File: config.mk
export PLATFORM = sky130hd
export DESIGN_NAME = boiler_plant_lfsr_model_core
export DESIGN_NICKNAME = d
export VERILOG_FILES = /design/src/bplm_pkg.sv /design/src/boiler_plant_lfsr_model_core.sv /design/src/bplm_tick.sv
export VERILOG_INCLUDE_DIRS = /design/src /design/src/src
export SDC_FILE = /design/constraint.sdc
export NUM_CORES = 1
export LEC_CHECK = 0
export BUFFER_PORTS_ARGS = -buffer_cell sky130_fd_sc_hd__buf_4
export CORE_ASPECT_RATIO = 0.8
export CORE_MARGIN = 5
export CORE_UTILIZATION = 55
export CTS_CLUSTER_DIAMETER = 30
export CTS_CLUSTER_SIZE = 25
export DETAILED_ROUTE_END_ITERATION = 6
export PLACE_DENSITY = 0.83
export SYNTH_ARGS = -nofsm -noshare
export SYNTH_HDL_FRONTEND = slang
export SYNTH_SLANG_ARGS = --single-unit
File: constraint.sdc
create_clock -name clk -period 11.9 [get_ports clk]
set_input_delay 1.785 -clock clk [delete_from_list [all_inputs] [get_ports clk]]
set_output_delay 1.785 -clock clk [all_outputs]
set_load 0.005 [all_outputs]
File: src/boiler_plant_lfsr_model_core_macros.svh
// Assertion macros for the boiler plant LFSR model core.
// Each macro expects clk and rst_n to be in scope where it is used.
`ifndef BOILER_PLANT_LFSR_MODEL_CORE_MACROS_SVH
`define BOILER_PLANT_LFSR_MODEL_CORE_MACROS_SVH

// check a condition at every clock edge outside reset
`define BPLM_ASSERT_ALWAYS(label, cond, msg) \
  label: assert property (@(posedge clk) disable iff (!rst_n) (cond)) else $error(msg);

// check a consequence in the same cycle as its antecedent
`define BPLM_ASSERT_SAME(label, ante, cons, msg) \
  label: assert property (@(posedge clk) disable iff (!rst_n) (ante) |-> (cons)) \
    else $error(msg);

// check a consequence in the cycle after its antecedent
`define BPLM_ASSERT_NEXT(label, ante, cons, msg) \
  label: assert property (@(posedge clk) disable iff (!rst_n) (ante) |=> (cons)) \
    else $error(msg);

`endif

File: src/bplm_pkg.sv
// Shared types, constants and LFSR helper for the boiler plant LFSR model core.
// No dependencies; used by bplm_tick and boiler_plant_lfsr_model_core.
package bplm_pkg;

  localparam int unsigned NOISE_W   = 16;
  localparam int unsigned LEVEL_W   = 32;
  localparam int unsigned STEP_W    = 16;
  localparam int unsigned CFG_IDX_W = 3;
  localparam int unsigned CFG_DAT_W = 32;
  localparam int unsigned DRAWS     = 3;

  localparam logic [NOISE_W-1:0] NOISE_SEED     = 16'h0001;
  localparam logic [LEVEL_W-1:0] PRESSURE_VENT  = 32'h0000_0100;
  localparam logic [LEVEL_W-1:0] TEMP_RESET     = 32'h0000_0000;
  localparam logic [STEP_W-1:0]  PUMP_STEP_RST  = 16'd16;
  localparam logic [STEP_W-1:0]  FLOW_STEP_RST  = 16'd8;
  localparam logic [STEP_W-1:0]  HEAT_STEP_RST  = 16'd4;
  localparam logic [STEP_W-1:0]  LOSS_STEP_RST  = 16'd1;
  localparam logic [LEVEL_W-1:0] AMBIENT_RST    = 32'd20;

  localparam logic [1:0] MODE_VENT = 2'd0;
  localparam logic [1:0] MODE_OPEN = 2'd1;

  localparam logic [CFG_IDX_W-1:0] REG_PUMP_STEP = 3'd0;
  localparam logic [CFG_IDX_W-1:0] REG_FLOW_STEP = 3'd1;
  localparam logic [CFG_IDX_W-1:0] REG_HEAT_STEP = 3'd2;
  localparam logic [CFG_IDX_W-1:0] REG_LOSS_STEP = 3'd3;
  localparam logic [CFG_IDX_W-1:0] REG_AMBIENT   = 3'd4;

  typedef struct packed {
    logic [1:0] valve_mode;
    logic       pump_on;
    logic       heater_on;
  } in_req_t;

  typedef struct packed {
    logic [LEVEL_W-1:0] temperature_now;
    logic [LEVEL_W-1:0] pressure_now;
  } out_req_t;

  typedef struct packed {
    logic [STEP_W-1:0]  pump_step;
    logic [STEP_W-1:0]  flow_step;
    logic [STEP_W-1:0]  heat_step;
    logic [STEP_W-1:0]  loss_step;
    logic [LEVEL_W-1:0] ambient_level;
  } cfg_t;

  typedef struct packed {
    logic [NOISE_W-1:0] noise;
    logic [LEVEL_W-1:0] pressure;
    logic [LEVEL_W-1:0] temperature;
  } plant_state_t;

  function automatic logic lfsr_bit(input logic [NOISE_W-1:0] r);
    lfsr_bit = r[0] ^ r[2] ^ r[3] ^ r[5];
  endfunction

endpackage

File: src/boiler_plant_lfsr_model_core.sv
// Boiler plant tick model: LFSR-driven pressure and temperature, one result
// per request. Depends on bplm_pkg, bplm_tick and the core macros header.
//
//   channel | direction | handshake            | payload
//   in_     | request   | in_valid / in_ready  | in_data  (bplm_pkg::in_req_t)
//   out_    | result    | out_valid / out_ready| out_data (bplm_pkg::out_req_t)
//   cfg_    | write     | cfg_we               | cfg_index, cfg_wdata
//
// One request per cycle while not stalled; its result is valid in the next cycle.
// Throughput is set by the single output register, refilled in the cycle it drains.
// Synchronous active-low reset loads the seed, vent pressure and register defaults.
// in_ready drops only while a result is held and out_ready is low.
`include "boiler_plant_lfsr_model_core_macros.svh"

module boiler_plant_lfsr_model_core (
  input  logic                                clk,
  input  logic                                rst_n,
  input  logic                                in_valid,
  output logic                                in_ready,
  input  bplm_pkg::in_req_t                   in_data,
  output logic                                out_valid,
  input  logic                                out_ready,
  output bplm_pkg::out_req_t                  out_data,
  input  logic                                cfg_we,
  input  logic [bplm_pkg::CFG_IDX_W-1:0]      cfg_index,
  input  logic [bplm_pkg::CFG_DAT_W-1:0]      cfg_wdata
);

  bplm_pkg::cfg_t         cfg_r;
  bplm_pkg::plant_state_t state_r;
  bplm_pkg::plant_state_t state_nxt;
  bplm_pkg::out_req_t     out_data_r;
  logic                   out_valid_r;
  logic                   in_accept;

  assign in_ready  = !out_valid_r || out_ready;
  assign in_accept = in_valid && in_ready;
  assign out_valid = out_valid_r;
  assign out_data  = out_data_r;

  bplm_tick u_tick (
    .cur (state_r),
    .cfg (cfg_r),
    .req (in_data),
    .nxt (state_nxt)
  );

  always_ff @(posedge clk) begin
    if (!rst_n) begin
      cfg_r.pump_step     <= bplm_pkg::PUMP_STEP_RST;
      cfg_r.flow_step     <= bplm_pkg::FLOW_STEP_RST;
      cfg_r.heat_step     <= bplm_pkg::HEAT_STEP_RST;
      cfg_r.loss_step     <= bplm_pkg::LOSS_STEP_RST;
      cfg_r.ambient_level <= bplm_pkg::AMBIENT_RST;
    end else if (cfg_we) begin
      case (cfg_index)
        bplm_pkg::REG_PUMP_STEP: cfg_r.pump_step     <= cfg_wdata[bplm_pkg::STEP_W-1:0];
        bplm_pkg::REG_FLOW_STEP: cfg_r.flow_step     <= cfg_wdata[bplm_pkg::STEP_W-1:0];
        bplm_pkg::REG_HEAT_STEP: cfg_r.heat_step     <= cfg_wdata[bplm_pkg::STEP_W-1:0];
        bplm_pkg::REG_LOSS_STEP: cfg_r.loss_step     <= cfg_wdata[bplm_pkg::STEP_W-1:0];
        bplm_pkg::REG_AMBIENT:   cfg_r.ambient_level <= cfg_wdata;
        default: ;
      endcase
    end
  end

  always_ff @(posedge clk) begin
    if (!rst_n) begin
      state_r.noise       <= bplm_pkg::NOISE_SEED;
      state_r.pressure    <= bplm_pkg::PRESSURE_VENT;
      state_r.temperature <= bplm_pkg::TEMP_RESET;
      out_valid_r         <= 1'b0;
    end else begin
      if (in_accept) begin
        state_r     <= state_nxt;
        out_valid_r <= 1'b1;
      end else if (out_ready) begin
        out_valid_r <= 1'b0;
      end
    end
  end

  always_ff @(posedge clk) begin
    if (in_accept) begin
      out_data_r.temperature_now <= state_nxt.temperature;
      out_data_r.pressure_now    <= state_nxt.pressure;
    end
  end

  `BPLM_ASSERT_ALWAYS(a_noise_nonzero, state_r.noise != '0, "noise register reached zero")
  `BPLM_ASSERT_NEXT(a_accept_gives_result, in_accept, out_valid_r, "request produced no result")
  `BPLM_ASSERT_NEXT(a_result_matches_state, in_accept, out_data_r.pressure_now == state_r.pressure && out_data_r.temperature_now == state_r.temperature, "result differs from plant state")
  `BPLM_ASSERT_NEXT(a_state_holds_idle, !in_accept, $stable(state_r), "plant state moved without a request")

endmodule

File: src/bplm_tick.sv
// Next-state logic for one plant tick: up to three LFSR draws, pressure and
// temperature updates. Depends on bplm_pkg.
module bplm_tick (
  input  bplm_pkg::plant_state_t cur,
  input  bplm_pkg::cfg_t         cfg,
  input  bplm_pkg::in_req_t      req,
  output bplm_pkg::plant_state_t nxt
);

  logic [bplm_pkg::NOISE_W-1:0] lf [bplm_pkg::DRAWS+1];
  logic [bplm_pkg::DRAWS-1:0]   fb;
  logic                         pump_draw;
  logic                         flow_draw;
  logic                         temp_draw;
  logic [1:0]                   temp_idx;
  logic [1:0]                   total;
  logic                         pump_bit;
  logic                         flow_bit;
  logic                         temp_bit;
  logic [bplm_pkg::LEVEL_W-1:0] p_pump;
  logic [bplm_pkg::LEVEL_W-1:0] p_flow;

  always_comb begin
    lf[0] = cur.noise;
    for (int i = 0; i < bplm_pkg::DRAWS; i++) begin
      fb[i]   = bplm_pkg::lfsr_bit(lf[i]);
      lf[i+1] = {fb[i], lf[i][bplm_pkg::NOISE_W-1:1]};
    end
  end

  always_comb begin
    pump_draw = (req.valve_mode != bplm_pkg::MODE_VENT) && req.pump_on;
    flow_draw = (req.valve_mode == bplm_pkg::MODE_OPEN);
    temp_draw = req.heater_on || (cur.temperature > cfg.ambient_level);
    temp_idx  = {1'b0, pump_draw} + {1'b0, flow_draw};
    total     = temp_idx + {1'b0, temp_draw};

    pump_bit = pump_draw && fb[0];
    flow_bit = flow_draw && (pump_draw ? fb[1] : fb[0]);
    case (temp_idx)
      2'd0:    temp_bit = fb[0];
      2'd1:    temp_bit = fb[1];
      2'd2:    temp_bit = fb[2];
      default: temp_bit = 1'b0;
    endcase
    temp_bit = temp_bit && temp_draw;

    p_pump = cur.pressure + (pump_bit ? {16'h0000, cfg.pump_step} : '0);
    p_flow = p_pump - (flow_bit ? {16'h0000, cfg.flow_step} : '0);

    nxt.pressure = (req.valve_mode == bplm_pkg::MODE_VENT) ? bplm_pkg::PRESSURE_VENT
                                                            : p_flow;

    if (!temp_bit) begin
      nxt.temperature = cur.temperature;
    end else if (req.heater_on) begin
      nxt.temperature = cur.temperature + {16'h0000, cfg.heat_step};
    end else begin
      nxt.temperature = cur.temperature - {16'h0000, cfg.loss_step};
    end

    case (total)
      2'd0:    nxt.noise = lf[0];
      2'd1:    nxt.noise = lf[1];
      2'd2:    nxt.noise = lf[2];
      default: nxt.noise = lf[3];
    endcase
  end

endmodule

==> run_results.csv <==
group,metric,value,unit
logic_synthesis,netlist_area,15100,um2
timing,setup_viol,0,
logic_synthesis,synth_warnings,0,
timing,finalHoldViolCount,0,
clock_network,clkLatencyLatePin,550,ps
timing,skew,13.6,ps
timing,worstMarginPinSlew,1260,ps
pwr,power.density,223,nW/um2
floorplan,fp.coreArea,27200,um2
route,routed_wirelength,39500,um
pwr,seqPwrFrac,0.275,
setup_path,cp-startpoint,"in_data[3]",
route,detail-route-antenna-nets,0,
hold_path,hold_class,"reg2reg",
pwr,power.internal,2.54,mW
logic_synthesis,yosysSeqAreaShare,0.363,
cells_and_area,drive_gt1_frac,0.127,
grt,grt_pass1_vias,12900,
job,drv_cap,0,
cells_and_area,nets,2059,
cells_and_area,final_common_cell,"nand2_1",
pwr,sw_frac_of_total,0.358,
setup_path,slowest_delay,510,ps
route,drc,0,
setup_path,startpoint_type,"input port",
route,viasPerCell,5.80,
placed_design,portBuffers,109,
clock_network,ctsHoldBuffers,0,
timing,period_needed,5960,ps
logic_synthesis,synth-edff-count,64,
logic_synthesis,synthDistinctLibCells,85,
route,first_iter_violations,1041,
pwr,power.net_switching,1.41,mW
setup_path,cp_num_buf_inv,3,
route,drtPass1Iterations,5,
grt,gr-usage-all-layers,0.250,
floorplan,die_area,30800,um2
timing,timing.fmax,168,MHz
setup_path,required,12180,ps
clock_network,clk_pin_slew_worst_paths,50,ps
status,status,"complete, no violations",
placed_design,dpl_worst_slack,5480,ps
logic_synthesis,synth-simple-area-share,0.202,
clock_network,cts_setup_buffers,0,
logic_synthesis,syn_avg_cell_area,8.29,um2
logic_synthesis,synthMuxAreaShare,0.0133,
setup_path,path_common_cell,"nand2_1",
setup_path,end_kind,"flop",
floorplan,die_w,195,um
logic_synthesis,synthXorXnorAreaFrac,0.0403,
floorplan,rows,54,
timing,slew_headroom,0.155,
setup_path,crit_type,"in2reg",
logic_synthesis,synth_top_family_by_area,"compound AO/OA/AOI/OAI gates",
grt,grt_max_degree,117,
timing,tns,0,ps
logic_synthesis,synthAdderAreaFrac,0.110,
hold_path,holdCritStartpoint,"state_r[38]",
placed_design,dpl.hpwl,27400,um
floorplan,io_pins,110,
pwr,ir_drop,133,uV
clock_network,cts_buffers,49,
grt,gr-total-overflow,0,
logic_synthesis,postSynthRegisterBits,241,
logic_synthesis,synth-main-ff-cell,"dfxtp_1",
cells_and_area,num_antenna_cells,0,
cells_and_area,final_cell_mix,"nand2_1 (402), dfxtp_1 (177), inv_1 (121)",
logic_synthesis,synth_nets,1981,
route,via_count,13300,
clock_network,cts_root_buf,"clkbuf_16",
cells_and_area,area_growth,17.6,%
pwr,clkPwrFrac,0.344,
logic_synthesis,synth-compound-area-share,0.216,
clock_network,h-tree-depth,2,
setup_path,cp.arrival,6240,ps
setup_path,cp_cell_sequence,"buf_4 > or2_2 > nand2_1 > inv_1 > and2_1 > nand2_1 > fa_1 > inv_1 > ha_1 > a21o_1 > a2111oi_0 > o221ai_1 > o211ai_1 > nand2_1 > a31oi_1 > xor2_1 > nor2_1",
logic_synthesis,syn_inst,1816,
logic_synthesis,yosysTopAreaCellShare,0.235,
clock_network,cts_tree,"yes",
route,routedWlPerCell,17.2,um
floorplan,initial_core_util,0.554,
setup_path,path_max_fanout,26,
grt,grt_first_pass_wirelength,64400,um
setup_path,cp_slowest_cell,"and2_1",
timing,slew_violations,0,
logic_synthesis,async_flop_share,0,
clock_network,ctsResizeCount,0,
setup_path,worstReg2RegStart,"cfg_r[34]",
logic_synthesis,synth_area_leaders,"dfxtp_1 (24%), edfxtp_1 (13%), nand2_1 (10%)",
clock_network,cts.sinks,241,
setup_path,cp_top_family,"compound AO/OA/AOI/OAI gates",
timing,rsz0062_at_grt,"no",
grt,antenna_found_initial,0,
timing,worst_slack,5940,ps
clock_network,clk_path_buf_depth,3,
timing,timing.final.crit_share,0.501,
logic_synthesis,yosysTopAreaCell,"dfxtp_1",
placed_design,gp_congestion,0.910,
floorplan,die_h,158,um
pwr,pwr-share-comb,0.381,
pwr,p_leak,7.42,nW
## logic make-up (layout without fill, tap and decap cells)
logic type,Yosys count,in the layout
xor gates and xnor gates,66,66
muxes,18,18
DFF,241,241
and+or+nand+nor,679,679
buffers and inverters,215,334
AOI/OAI and AO/OA,476,476
adders and majority gates,121,121
## cell type report
| cell class | count | area, um2 |
|---|---|---|
| Clock buffer | 58 | 1310 |
| Clock inverter | 34 | 359 |
| Fill cell | 2211 | 9450 |
| Inverter | 123 | 464 |
| Multi-Input combinational cell | 1360 | 8760 |
| Sequential cell | 241 | 5470 |
| Tap cell | 364 | 455 |
| Timing Repair Buffer | 119 | 893 |
## path summary, 6_finish.rpt
check | to | slack (ps) | depth (start not counted)
worst min register to register | state_r[38] | 460 | 2
worst max-delay path | out_data[28] | 5940 | 17
worst min-delay path | state_r[38] | 460 | 2
worst max register to register | out_data[60] | 6880 | 16
## worst min-delay path, delay by kind of cell, from the launching register on
kind / cells / cell delay (ps)
AND/OR/NAND/NOR: 1 / 50
AO/OA/AOI/OAI: 1 / 60
flip-flops: 1 / 300
## cell usage after synthesis (3+ instances only)
cell,n
nand2_1,402
dfxtp_1,177
inv_1,122
a21boi_0,114
a21oi_1,104
ha_1,103
clkbuf_1,76
nor2_1,71
o21ai_0,65
edfxtp_1,64
nand3_1,49
a21o_1,48
and2_1,44
xor2_1,35
xnor2_1,28
a21boi_1,21
o211ai_1,21
and3_1,20
nor3_1,19
fa_1,18
mux2_2,16
nand4_1,16
o21a_1,16
a22oi_1,15
nor4_1,11
a31oi_1,10
nor2b_1,10
buf_2,7
o31ai_1,7
a211oi_1,6
nand2b_1,6
o2111ai_1,5
or2_2,5
a2111oi_0,4
buf_1,4
o21ai_1,4
a211o_1,3
and4_1,3
buf_4,3
nand4b_1,3
o31a_1,3
or3_1,3
## per-stage QoR
stage / cell area, um2 / utilization / hold slack, ps / power [mW] / cells
floorplan: 15100 / - / 432 / 2.16 / 1816
global placement: 16000 / 0.591 / 450 / 2.53 / 2207
detailed placement: 16000 / 0.591 / 458 / 2.56 / 2207
CTS: 17700 / 0.652 / 465 / 3.95 / 2299
global route: 17700 / 0.652 / 484 / 4.18 / 2299
finish: 17700 / 0.652 / 463 / 3.95 / 2299
## routing by layer
metal	global-route usage	routed length [um]	share of wire
met5	0	0	0
met4	0.0744	860	0.022
met3	0.0445	2850	0.072
met2	0.397	17500	0.44
met1	0.353	18300	0.46
## flip-flops by register name (all words and copies together), names as in the netlist
name / cells
state_r: 80
out_data: 64
out_valid: 1
cfg_r: 96
## power by group through the flow
stage | clock (mW) | combinational, mW | sequential [mW]
2_1_floorplan | 0 | 1.07 | 1.09
3_3_place_gp | 0 | 1.43 | 1.10
3_5_place_dp | 0 | 1.47 | 1.10
4_1_cts | 1.37 | 1.49 | 1.08
5_1_grt | 1.42 | 1.66 | 1.10
6_report | 1.36 | 1.50 | 1.08
Note: power is estimated with default switching activity, not from simulation.
